===== config.mk =====
export PLATFORM = sky130hd
export DESIGN_NAME = resource_text_lexer
export DESIGN_NICKNAME = d
export VERILOG_FILES = /design/src/hw/rtl/rtlex_pkg.sv /design/src/hw/rtl/rtlex_front.sv /design/src/hw/rtl/rtlex_fifo.sv /design/src/hw/rtl/rtlex_back.sv /design/src/hw/rtl/resource_text_lexer.sv
export SDC_FILE = /design/constraint.sdc
export NUM_CORES = 1
export LEC_CHECK = 0
export BUFFER_PORTS_ARGS = -buffer_cell sky130_fd_sc_hd__buf_2
export CAP_MARGIN = 20
export CELL_PAD_IN_SITES_DETAIL_PLACEMENT = 0
export CELL_PAD_IN_SITES_GLOBAL_PLACEMENT = 1
export CORE_MARGIN = 2
export CORE_UTILIZATION = 45
export CTS_BUF_LIST = sky130_fd_sc_hd__clkbuf_4 sky130_fd_sc_hd__clkbuf_8 sky130_fd_sc_hd__clkbuf_16
export DETAILED_ROUTE_END_ITERATION = 12
export GPL_TIMING_DRIVEN = 0
export PLACE_DENSITY_LB_ADDON = 0.1
export SETUP_SLACK_MARGIN = 0.1
export SLEW_MARGIN = 5
export SYNTH_ARGS = -nofsm -noshare
export SYNTH_HDL_FRONTEND = slang
export SYNTH_SLANG_ARGS = --single-unit

===== constraint.sdc =====
create_clock -name clk -period 5.51 [get_ports clk]
set_clock_uncertainty 0.1 [all_clocks]
set_input_delay 0.551 -clock clk [delete_from_list [all_inputs] [get_ports clk]]
set_output_delay 0.551 -clock clk [all_outputs]
set_load 0.01 [all_outputs]

===== src/hw/rtl/rtlex_pkg.sv =====
// shared types and constants of the resource text lexer
`default_nettype none
package rtlex_pkg;

  // result event codes
  localparam logic [1:0] EV_BYTE = 2'd0;
  localparam logic [1:0] EV_END  = 2'd1;
  localparam logic [1:0] EV_ERR  = 2'd2;

  // token class codes
  localparam logic [1:0] CLS_OP   = 2'd0;
  localparam logic [1:0] CLS_WORD = 2'd1;
  localparam logic [1:0] CLS_STR  = 2'd2;

  // characters the lexer reacts to
  localparam logic [7:0] CH_COMMA  = 8'h2C;
  localparam logic [7:0] CH_EQ     = 8'h3D;
  localparam logic [7:0] CH_LPAR   = 8'h28;
  localparam logic [7:0] CH_RPAR   = 8'h29;
  localparam logic [7:0] CH_SEMI   = 8'h3B;
  localparam logic [7:0] CH_LBRACE = 8'h7B;
  localparam logic [7:0] CH_RBRACE = 8'h7D;
  localparam logic [7:0] CH_SPACE  = 8'h20;
  localparam logic [7:0] CH_TAB    = 8'h09;
  localparam logic [7:0] CH_CR     = 8'h0D;
  localparam logic [7:0] CH_LF     = 8'h0A;
  localparam logic [7:0] CH_HASH   = 8'h23;
  localparam logic [7:0] CH_SLASH  = 8'h2F;
  localparam logic [7:0] CH_QUOTE  = 8'h22;

  // result group queue between front and back
  localparam int Q_DEPTH = 4;
  localparam int Q_AW    = 2;
  localparam int MAX_RES = 4;

  // one result record
  typedef struct packed {
    logic [1:0] ev;
    logic [7:0] data;
    logic [1:0] cls;
  } res_t;

  // all results caused by one input item
  typedef struct packed {
    logic [2:0]           cnt;
    res_t [MAX_RES-1:0]   rec;
  } grp_t;

  // queue status seen by front and back
  typedef struct packed {
    logic full;
    logic empty;
  } q_stat_t;

endpackage
`default_nettype wire


===== src/hw/rtl/rtlex_front.sv =====
// lexer front: accepts text bytes, runs the mode machine, builds result groups
`default_nettype none
module rtlex_front #(
  parameter int LINE_BITS = 24
) (
  input  wire                    clk,
  input  wire                    rst,
  input  wire                    item_valid,
  output logic                   item_stall,
  input  wire                    action,
  input  wire  [7:0]             data_byte,
  input  rtlex_pkg::q_stat_t     stat,
  output logic                   push,
  output rtlex_pkg::grp_t        wr_grp,
  output logic [LINE_BITS-1:0]   wr_line
);

  localparam logic [2:0] M_IDLE = 3'd0;
  localparam logic [2:0] M_WORD = 3'd1;
  localparam logic [2:0] M_STR  = 3'd2;
  localparam logic [2:0] M_STRQ = 3'd3;
  localparam logic [2:0] M_REM  = 3'd4;

  logic [2:0]           mode, mode_next;
  logic                 slash, slash_next;
  logic [LINE_BITS-1:0] line_count, line_count_next;
  logic                 accept;
  logic [2:0]           n;
  logic                 run, go_idle;

  function automatic logic is_op(input logic [7:0] c);
    is_op = (c == rtlex_pkg::CH_COMMA) || (c == rtlex_pkg::CH_EQ) ||
            (c == rtlex_pkg::CH_LPAR) || (c == rtlex_pkg::CH_RPAR) ||
            (c == rtlex_pkg::CH_SEMI) || (c == rtlex_pkg::CH_LBRACE) ||
            (c == rtlex_pkg::CH_RBRACE);
  endfunction

  function automatic logic is_sp(input logic [7:0] c);
    is_sp = (c == rtlex_pkg::CH_SPACE) || (c == rtlex_pkg::CH_TAB) ||
            (c == rtlex_pkg::CH_CR) || (c == rtlex_pkg::CH_LF);
  endfunction

  assign item_stall = stat.full;
  assign accept     = item_valid && !item_stall;

  // classify one byte against the current mode and collect its results
  always_comb begin
    mode_next       = mode;
    slash_next      = slash;
    line_count_next = line_count;
    n               = 3'd0;
    run             = 1'b0;
    go_idle         = 1'b0;
    wr_grp          = '0;
    if (mode_next > M_REM) begin
      mode_next = M_IDLE;
    end
    if (action) begin
      // end of input: flush open token or flag an open string, then back to the start of a text
      if (slash) begin
        wr_grp.rec[0] = '{ev: rtlex_pkg::EV_BYTE, data: rtlex_pkg::CH_SLASH,
                          cls: rtlex_pkg::CLS_WORD};
        wr_grp.rec[1] = '{ev: rtlex_pkg::EV_END, data: 8'd0, cls: rtlex_pkg::CLS_WORD};
        n = 3'd2;
      end else if (mode_next == M_WORD) begin
        wr_grp.rec[0] = '{ev: rtlex_pkg::EV_END, data: 8'd0, cls: rtlex_pkg::CLS_WORD};
        n = 3'd1;
      end else if (mode_next == M_STRQ) begin
        wr_grp.rec[0] = '{ev: rtlex_pkg::EV_END, data: 8'd0, cls: rtlex_pkg::CLS_STR};
        n = 3'd1;
      end else if (mode_next == M_STR) begin
        wr_grp.rec[0] = '{ev: rtlex_pkg::EV_ERR, data: 8'd0, cls: rtlex_pkg::CLS_STR};
        n = 3'd1;
      end
      mode_next       = M_IDLE;
      slash_next      = 1'b0;
      line_count_next = LINE_BITS'(1);
    end else if (slash) begin
      // resolve the held slash with its lookahead byte
      slash_next = 1'b0;
      if (data_byte == rtlex_pkg::CH_SLASH) begin
        if (mode_next == M_WORD) begin
          wr_grp.rec[0] = '{ev: rtlex_pkg::EV_END, data: 8'd0, cls: rtlex_pkg::CLS_WORD};
          n = 3'd1;
        end
        mode_next = M_REM;
      end else begin
        wr_grp.rec[0] = '{ev: rtlex_pkg::EV_BYTE, data: rtlex_pkg::CH_SLASH,
                          cls: rtlex_pkg::CLS_WORD};
        n         = 3'd1;
        mode_next = M_WORD;
        run       = 1'b1;
      end
    end else begin
      run = 1'b1;
    end

    if (run) begin
      case (mode_next)
        M_STR: begin
          if (data_byte == rtlex_pkg::CH_QUOTE) begin
            mode_next = M_STRQ;
          end else begin
            wr_grp.rec[n[1:0]] = '{ev: rtlex_pkg::EV_BYTE, data: data_byte,
                                   cls: rtlex_pkg::CLS_STR};
            n = n + 3'd1;
          end
        end
        M_STRQ: begin
          if (data_byte == rtlex_pkg::CH_QUOTE) begin
            wr_grp.rec[n[1:0]] = '{ev: rtlex_pkg::EV_BYTE, data: data_byte,
                                   cls: rtlex_pkg::CLS_STR};
            n         = n + 3'd1;
            mode_next = M_STR;
          end else begin
            wr_grp.rec[n[1:0]] = '{ev: rtlex_pkg::EV_END, data: 8'd0,
                                   cls: rtlex_pkg::CLS_STR};
            n         = n + 3'd1;
            mode_next = M_IDLE;
            go_idle   = 1'b1;
          end
        end
        M_REM: begin
          if (data_byte == rtlex_pkg::CH_LF) begin
            if (line_count_next != '1) begin
              line_count_next = line_count_next + LINE_BITS'(1);
            end
            mode_next = M_IDLE;
          end
        end
        M_WORD: begin
          if (is_sp(data_byte) || is_op(data_byte) || data_byte == rtlex_pkg::CH_HASH) begin
            wr_grp.rec[n[1:0]] = '{ev: rtlex_pkg::EV_END, data: 8'd0,
                                   cls: rtlex_pkg::CLS_WORD};
            n         = n + 3'd1;
            mode_next = M_IDLE;
            go_idle   = 1'b1;
          end else if (data_byte == rtlex_pkg::CH_SLASH) begin
            slash_next = 1'b1;
          end else begin
            wr_grp.rec[n[1:0]] = '{ev: rtlex_pkg::EV_BYTE, data: data_byte,
                                   cls: rtlex_pkg::CLS_WORD};
            n = n + 3'd1;
          end
        end
        default: begin
          mode_next = M_IDLE;
          go_idle   = 1'b1;
        end
      endcase

      // handling between tokens
      if (go_idle) begin
        if (is_sp(data_byte)) begin
          if (data_byte == rtlex_pkg::CH_LF && line_count_next != '1) begin
            line_count_next = line_count_next + LINE_BITS'(1);
          end
        end else if (is_op(data_byte)) begin
          wr_grp.rec[n[1:0]] = '{ev: rtlex_pkg::EV_BYTE, data: data_byte,
                                 cls: rtlex_pkg::CLS_OP};
          n = n + 3'd1;
          wr_grp.rec[n[1:0]] = '{ev: rtlex_pkg::EV_END, data: 8'd0,
                                 cls: rtlex_pkg::CLS_OP};
          n = n + 3'd1;
        end else if (data_byte == rtlex_pkg::CH_HASH) begin
          mode_next = M_REM;
        end else if (data_byte == rtlex_pkg::CH_SLASH) begin
          slash_next = 1'b1;
        end else if (data_byte == rtlex_pkg::CH_QUOTE) begin
          mode_next = M_STR;
        end else begin
          wr_grp.rec[n[1:0]] = '{ev: rtlex_pkg::EV_BYTE, data: data_byte,
                                 cls: rtlex_pkg::CLS_WORD};
          n         = n + 3'd1;
          mode_next = M_WORD;
        end
      end
    end
    wr_grp.cnt = n;
  end

  // all results of one byte carry the line count seen when it arrived
  assign wr_line = line_count;
  assign push    = accept && (n != 3'd0);

  // mode state
  always_ff @(posedge clk) begin
    if (rst) begin
      mode       <= M_IDLE;
      slash      <= 1'b0;
      line_count <= LINE_BITS'(1);
    end else if (accept) begin
      mode       <= mode_next;
      slash      <= slash_next;
      line_count <= line_count_next;
    end
  end

endmodule
`default_nettype wire


===== src/hw/rtl/rtlex_fifo.sv =====
// short queue of result groups between lexer front and back
`default_nettype none
module rtlex_fifo #(
  parameter int LINE_BITS = 24
) (
  input  wire                    clk,
  input  wire                    rst,
  input  wire                    push,
  input  rtlex_pkg::grp_t        wr_grp,
  input  wire  [LINE_BITS-1:0]   wr_line,
  input  wire                    pop,
  output rtlex_pkg::grp_t        rd_grp,
  output logic [LINE_BITS-1:0]   rd_line,
  output rtlex_pkg::q_stat_t     stat
);

  rtlex_pkg::grp_t             grp_q  [rtlex_pkg::Q_DEPTH];
  logic [LINE_BITS-1:0]        line_q [rtlex_pkg::Q_DEPTH];
  logic [rtlex_pkg::Q_AW-1:0]  wp, rp;
  logic [rtlex_pkg::Q_AW:0]    fill;

  assign stat.full  = (fill == (rtlex_pkg::Q_AW+1)'(rtlex_pkg::Q_DEPTH));
  assign stat.empty = (fill == '0);
  assign rd_grp     = grp_q[rp];
  assign rd_line    = line_q[rp];

  // storage
  always_ff @(posedge clk) begin
    if (push) begin
      grp_q[wp]  <= wr_grp;
      line_q[wp] <= wr_line;
    end
  end

  // pointers and fill level
  always_ff @(posedge clk) begin
    if (rst) begin
      wp   <= '0;
      rp   <= '0;
      fill <= '0;
    end else begin
      if (push) begin
        wp <= wp + (rtlex_pkg::Q_AW)'(1);
      end
      if (pop) begin
        rp <= rp + (rtlex_pkg::Q_AW)'(1);
      end
      if (push && !pop) begin
        fill <= fill + (rtlex_pkg::Q_AW+1)'(1);
      end else if (pop && !push) begin
        fill <= fill - (rtlex_pkg::Q_AW+1)'(1);
      end
    end
  end

endmodule
`default_nettype wire


===== src/hw/rtl/rtlex_back.sv =====
// lexer back: hands out the results of each group one transfer at a time
`default_nettype none
module rtlex_back #(
  parameter int LINE_BITS = 24
) (
  input  wire                    clk,
  input  wire                    rst,
  input  rtlex_pkg::grp_t        rd_grp,
  input  wire  [LINE_BITS-1:0]   rd_line,
  input  rtlex_pkg::q_stat_t     stat,
  output logic                   pop,
  output logic                   res_valid,
  input  wire                    res_stall,
  output logic [1:0]             event_res,
  output logic [7:0]             out_byte,
  output logic [1:0]             token_class,
  output logic [23:0]            line_number,
  output logic                   last
);

  logic [1:0]        idx;
  rtlex_pkg::res_t   cur;
  logic              xfer;

  // current record of the group at the queue head
  assign cur         = rd_grp.rec[idx];
  assign res_valid   = !stat.empty;
  assign event_res   = cur.ev;
  assign out_byte    = cur.data;
  assign token_class = cur.cls;
  assign line_number = 24'(rd_line);
  assign last        = ({1'b0, idx} + 3'd1) == rd_grp.cnt;
  assign xfer        = res_valid && !res_stall;
  assign pop         = xfer && last;

  // record index within the group
  always_ff @(posedge clk) begin
    if (rst) begin
      idx <= '0;
    end else if (xfer) begin
      if (last) begin
        idx <= '0;
      end else begin
        idx <= idx + 2'd1;
      end
    end
  end

endmodule
`default_nettype wire


===== src/hw/rtl/resource_text_lexer.sv =====
// top level of the resource text lexer
`default_nettype none
// Streaming lexer for resource text. One byte (or an end-of-input mark) is
// taken per transfer and every cycle when the result queue has room; the
// front resolves the byte in that same cycle and files all of its results
// (zero to four) as one group in a four-group queue. The back hands out one
// result per cycle while res_stall is low, so an item with k results holds
// the output for k transfers, and results are registered in the queue first.
// The item side stalls only while the queue holds four groups; bytes that
// give no result (spaces, comment text, an opening quote) never enter it.
module resource_text_lexer #(
  parameter int LINE_BITS = 24
) (
  input  wire          clk,
  input  wire          rst,
  input  wire          item_valid,
  output logic         item_stall,
  input  wire          action,
  input  wire  [7:0]   data_byte,
  output logic         res_valid,
  input  wire          res_stall,
  output logic [1:0]   event_res,
  output logic [7:0]   out_byte,
  output logic [1:0]   token_class,
  output logic [23:0]  line_number,
  output logic         last
);

  rtlex_pkg::q_stat_t    stat;
  rtlex_pkg::grp_t       wr_grp, rd_grp;
  logic [LINE_BITS-1:0]  wr_line, rd_line;
  logic                  push, pop;

  rtlex_front #(.LINE_BITS(LINE_BITS)) u_front (
    .clk        (clk),
    .rst        (rst),
    .item_valid (item_valid),
    .item_stall (item_stall),
    .action     (action),
    .data_byte  (data_byte),
    .stat       (stat),
    .push       (push),
    .wr_grp     (wr_grp),
    .wr_line    (wr_line)
  );

  rtlex_fifo #(.LINE_BITS(LINE_BITS)) u_fifo (
    .clk     (clk),
    .rst     (rst),
    .push    (push),
    .wr_grp  (wr_grp),
    .wr_line (wr_line),
    .pop     (pop),
    .rd_grp  (rd_grp),
    .rd_line (rd_line),
    .stat    (stat)
  );

  rtlex_back #(.LINE_BITS(LINE_BITS)) u_back (
    .clk         (clk),
    .rst         (rst),
    .rd_grp      (rd_grp),
    .rd_line     (rd_line),
    .stat        (stat),
    .pop         (pop),
    .res_valid   (res_valid),
    .res_stall   (res_stall),
    .event_res   (event_res),
    .out_byte    (out_byte),
    .token_class (token_class),
    .line_number (line_number),
    .last        (last)
  );

  // no group is written into a full queue
  a_no_overflow: assert property (@(posedge clk) disable iff (rst)
    push |-> !stat.full)
    else $error("result group pushed into full queue");

  // every filed group holds one to four results
  a_grp_count: assert property (@(posedge clk) disable iff (rst)
    push |-> (wr_grp.cnt != 3'd0 && wr_grp.cnt <= 3'd4))
    else $error("result group with bad count");

  // an unterminated string error is the last result of its group, string class, zero byte
  a_err_form: assert property (@(posedge clk) disable iff (rst)
    (res_valid && event_res == rtlex_pkg::EV_ERR) |->
      (last && token_class == rtlex_pkg::CLS_STR && out_byte == 8'd0))
    else $error("malformed error result");

  // a group leaves the queue only on its final transfer
  a_pop_last: assert property (@(posedge clk) disable iff (rst)
    pop |-> (res_valid && !res_stall && last))
    else $error("queue popped before group completed");

endmodule
`default_nettype wire

# --- Word-level counts from Yosys, hierarchy flattened ---
# Memory sizes are Yosys's and may differ from the RTL's. A register that Yosys moved wholly into a read port is not among the register bits.
# Index checks and enable logic that the tools add are counted.
# W data, S select, Z words.
op_classes:
  addsub: 11
  magnitude_cmp: 8
  n_eq_ne: 25
  muxes: 105
  bitwise: 9
  reduce_logical: 30
op_table:
  columns: ["op", "n"]
  rows:
  - ["$mux W48", 12]
  - ["$mux W24", 9]
  - ["$bwmux W48", 4]
  - ["$pmux W48 S3", 1]
  - ["$mux W12", 10]
  - ["$mux W3", 31]
  - ["$and A20 B40 Y40", 2]
  - ["$not A40 Y40", 2]
  - ["$demux W12 S2", 3]
  - ["$eq A8 B6 Y1 const B", 9]
  - ["$add A24 B1 Y24 const B", 2]
  - ["$ne A24 B24 Y1 const B", 2]
  - ["$and A44 B44 Y44", 1]
  - ["$mux W11", 4]
  - ["$not A44 Y44", 1]
  - ["$bmux W12 S2", 1]
  - ["$eq A8 B4 Y1 const B", 3]
  - ["$mux W1", 20]
  - ["$eq A8 B7 Y1 const B", 2]
  - ["$or A4 B8 Y8", 2]
  - ["$mux W2", 7]
  - ["$add A3 B1 Y3 const B", 4]
  - ["$eq A3 B2 Y1 const B", 4]
  - ["$lt A2 B3 Y1 const B", 4]
  - ["other kinds (19)", 48]
word_totals:
  reg_bits: 37
  ram_bits: 300
  output_inout_bits: 39
  n_memories: 2
mem_list:
  columns: ["memory", "depth", "word_bits", "read_ports", "rd_ports_with_merged_regs", "wr", "line_no", "text"]
  rows:
  - ["u_fifo.grp_q", 4, 51, 1, 1, 1, "rtlex_fifo.sv:17", "rtlex_pkg::grp_t grp_q [rtlex_pkg::Q_DEPTH];"]
  - ["u_fifo.line_q", 4, 24, 1, 1, 1, "rtlex_fifo.sv:18", "logic [LINE_BITS-1:0] line_q [rtlex_pkg::Q_DEPTH];"]

# --- Logic depth before layout (Yosys ltp) ---
depth:
  ltp_word: 27
  ltp_mapped: 21
  ltp_nobuf: 18

# --- Modules after synthesis ---
# From an unflattened synthesis, not the netlist that was laid out.
hier_totals:
  hier_cells: 1076
  area_unflattened_um2: 15836.4
by_module_without_submodules:
  columns: ["module", "instances", "cells_each", "area_per_inst_um2", "seq_area_each_um2"]
  rows:
  - ["rtlex_fifo", 1, 435, 11247.0, 9188.8]
  - ["rtlex_front", 1, 584, 3937.5, 560.5]
  - ["rtlex_back", 1, 57, 651.9, 40.0]

# --- Least setup slack after synthesis ---
# OpenSTA, ideal clock, no wires.
synth_timing:
  kind: "input to register"
  startpoint: "in data_byte[3]"
  endpoint: "mem u_fifo.grp_q[0][0] (netlist bit) (enable)"
  setup_time_ps: 438
  arrival_ps: 5212
  t_required_ps: 4972
  setup_slack_ps: -240
  path_stages: 14
  path_buffers: 2
  cell_sequence: "clkbuf_1 and4_1 a311oi_1 a31oi_1 nor2_1 a31oi_1 inv_1 ha_1 o31a_1 o31a_1 o21ai_0 o31a_1 buf_2 and2_1"
synth_lines:
  columns: ["element", "line_no", "text"]
  rows:
  - ["from (decl)", "resource_text_lexer.sv:19", "input wire [7:0] data_byte,"]
  - ["to (decl)", "rtlex_fifo.sv:17", null]

==> out/metrics.yaml <==
core_region_area_um2: 33300
critical_path_peak_fanout: 9
fin_worst_hold_slack_ns: 0.316
multiplexer_area_fraction_after_synthesis_pct: 13.2
pin_count_of_the_biggest_net_entering_global_routing: 54
tightest_slew_ns: 1.04
synth_fa_ha_area_share_pct: 1.21
drv_cap: 0
detailed_place_hpwl_mm: 25.1
start_util_pct: 45.5
synth_flop_cell: "edfxtp_1"
cts_tree: "yes"
end_kind: "flip-flop"
die_h_um: 187
areaGrowthSynthToFinish_pct: 15.2
initial_drt_pass_iterations: 6
ys_seq_area_share_pct: 62.3
clkSinkCount: 327
yosys_warnings: 0
crit_arrival_ns: 5.60
detail-route-antenna-nets: 0
detail_route.wirelength.met1_mm: 16.5
post_route_cells_drive_above_1_share_pct: 22.3
synth_xor_xnor_area_share_pct: 2.20
synth.cell_area_um2: 15100
period_needed_ns: 5.25
power.leakage_nw: 5.74
area_of_the_die_um2: 35100
rsz0062_at_grt: "true"
post-route-cell-area_um2: 17400
highest-signal-layer: "met4"
highest_ir_drop_seen_on_vdd_mv: 0.241
first_global_vias: 9535
drc: 0
met2_wirelength_mm: 18.7
worst-setup-path-type: "flip-flop to flip-flop"
met3RoutedLength_mm: 1.49
ctsHoldBuffers: 0
die-width_um: 187
seq_area_um2: 9430
synth_compound_area_share_pct: 6.46
total_via_count_after_detailed_routing: 9422
multi_input_comb_area_um2: 5520
worst_slew_margin_rel_pct: 30.6
fmax_mhz: 190
dr.first_iter.drc_count: 865
critical_path.startpoint_type: "flip-flop"
status: "finished clean"
ctsRootBufferMaster: "clkbuf_16"
final_core_utilization_pct: 52.4
clockBufferDepth: 3
antenna_found_initial: 0
clk_transition_reported_paths_ns: 0.06
port-buffer-count: 49
finalWirelength_mm: 37.5
timing.final.hold_violations: 0
number_of_inserted_diodes: 0
asyncSetResetFlopFracSynth_pct: 0
final_min_period_over_clock_period_pct: 95.3
core.rowCount: 67
num-fill-cells: 2825
yosysUniqueCellTypes: 78
cts-htree-levels: 2
gr-total-overflow: 0
setup-violations-final: 0
required_ns: 5.86
fin_nets: 1168
number_of_synthesized_flops_with_an_enable_pin: 288
post_dp_cell_area_um2: 16100
io_pins: 52
viasPerCell: 5.83
main_combinational_cell_family_by_area_after_synthesis: "multiplexers"
synth-simple-area-share_pct: 12.6
grtUsageTotal_pct: 21.6
yosys_register_bits: 327
min_path_type: "input port to flip-flop"
worstSkewPairLatency_ns: 0.52
grt_pass1_wl_mm: 57.7
gp_congestion: 0.886
avg_synthesized_cell_area_um2: 14.7
wire_per_inst_um: 23.2
final-max-slew-violation-count: 0
synthesis.instances: 1032
cts-buffers-inserted: 36
pwrdens_nw_per_um2: 342
[metrics by stage]
| step | std cells | setup WS, ns | setup TNS, ns | total power, mW |
|---|---|---|---|---|
| 2_1_floorplan | 1043 | 0.549 | 0 | 3.39 |
| 3_3_place_gp | 1540 | -1.85 | -446.57 | 3.66 |
| 3_5_place_dp | 1548 | -1.77 | -137.49 | 3.68 |
| 4_1_cts | 1615 | 0.137 | 0 | 6.03 |
| 5_1_grt | 1617 | 0.0125 | 0 | 6.19 |
| 6_report | 1617 | 0.259 | 0 | 5.96 |
[cell usage in the layout (no fill, tap or decap), types with 15 or more instances in the layout]
cell,count
a21oi_1,30
and2_1,31
buf_2,56
clkbuf_1,30
clkbuf_16,38
dfxtp_1,39
edfxtp_1,288
inv_1,15
mux4_2,83
nand2_1,71
nand3_1,24
nand4_1,17
nor2_1,55
nor3_1,21
o21ai_0,38
xnor2_1,21
xor2_1,17
[per-layer routing]
| metal | GRT usage [%] | vias up |
|---|---|---|
| li1 | - | 4296 |
| met1 | 29.9 | 4813 |
| met2 | 36.5 | 254 |
| met3 | 2.40 | 59 |
| met4 | 6.11 | 0 |
| met5 | 0 | - |
[where the power goes]
group / total (mW) / internal (mW) / switching [mW] / leakage [nW]
clock: 2.34 / 1.40 / 0.940 / 0.595
sequential: 2.86 / 2.81 / 0.0438 / 3.05
combinational: 0.763 / 0.331 / 0.432 / 2.09
total: 5.96 / 4.54 / 1.42 / 5.74
[Yosys cell counts, types with 7 or more instances]
library cell | count | share of area, %
a21oi_1 | 30 | 0.99
a22oi_1 | 7 | 0.35
a31oi_1 | 11 | 0.45
and2_1 | 35 | 1.4
and3_1 | 8 | 0.33
and4_1 | 7 | 0.41
buf_1 | 13 | 0.32
clkbuf_1 | 33 | 0.82
dfxtp_1 | 39 | 5.2
edfxtp_1 | 288 | 57
ha_1 | 13 | 1.1
inv_1 | 15 | 0.37
mux2i_1 | 9 | 0.60
mux4_2 | 83 | 12
nand2_1 | 71 | 1.8
nand2b_1 | 8 | 0.33
nand3_1 | 24 | 0.79
nand4_1 | 17 | 0.70
nand4b_1 | 7 | 0.41
nor2_1 | 55 | 1.4
nor2b_1 | 12 | 0.50
nor3_1 | 21 | 0.69
nor3b_1 | 10 | 0.50
nor4_1 | 15 | 0.62
o21ai_0 | 39 | 1.3
o31ai_1 | 10 | 0.50
or2_2 | 7 | 0.29
or3_1 | 8 | 0.33
xnor2_1 | 21 | 1.2
xor2_1 | 17 | 0.98
[path summary, 6_finish.rpt]
| check | depth (start not counted) | from | slack, ns | to |
|---|---|---|---|---|
| min reg2reg | 2 | u_fifo.fill[2] | 0.42 | u_fifo.fill[2] |
| max reg2reg | 20 | u_front.mode[2] | 0.26 | u_fifo.fill[2] |
| max | 20 | u_front.mode[2] | 0.26 | u_fifo.fill[2] |
| min | 2 | rst | 0.32 | u_fifo.rp[0] |
[cell type report]
cell class	count	share of cell area, %
clock inverter	15	0.668
timing repair buffer	61	2.53
buffer	56	1.42
clock buffer	51	6.09
multi-input combinational	644	31.7
sequential	327	54.1
tap	448	3.22
inverter	15	0.323
[logic make-up (layout without fill, tap and decap cells)]
group,after synthesis,in the layout
compound gates,147,147
xor+xnor,38,38
fa+ha+maj,14,14
buf+inv,72,198
flops,327,327
mux,96,96
other cells,1,12
simple gates,337,337
[critical path: stages (launching register included)]
cell and delay, ns:
dfxtp_1 0.30, buf_4 0.16, or3b_2 0.46, clkbuf_1 0.22, a31o_2 0.31, a31oi_2 0.30
nor2_1 0.14, a31oi_4 0.26, inv_1 0.12, ha_1 0.29, o31a_1 0.29, o31a_1 0.26
o21ai_1 0.30, o31a_1 0.21, buf_2 0.19, ha_1 0.20, inv_1 0.06, fa_1 0.37
xor2_1 0.18, or3_1 0.32, a21oi_1 0.15
[registers in the layout, summed over array words and instances, names as in the netlist, 2 cells and up, named ones only]
register,flops
u_back.idx,2
u_fifo.fill,3
u_fifo.grp_q,192
u_fifo.line_q,96
u_fifo.rp,2
u_fifo.wp,2
u_front.mode,3
u_front.wr_line,24
[what timing repair did]
item | CTS | global route
pin swaps | 1 | 0
setup buffers | 2 | 0
endpoints found under the setup margin | 179 | 210
gates resized for setup | 8 | 8
Note: power is estimated with default switching activity, not from simulation.
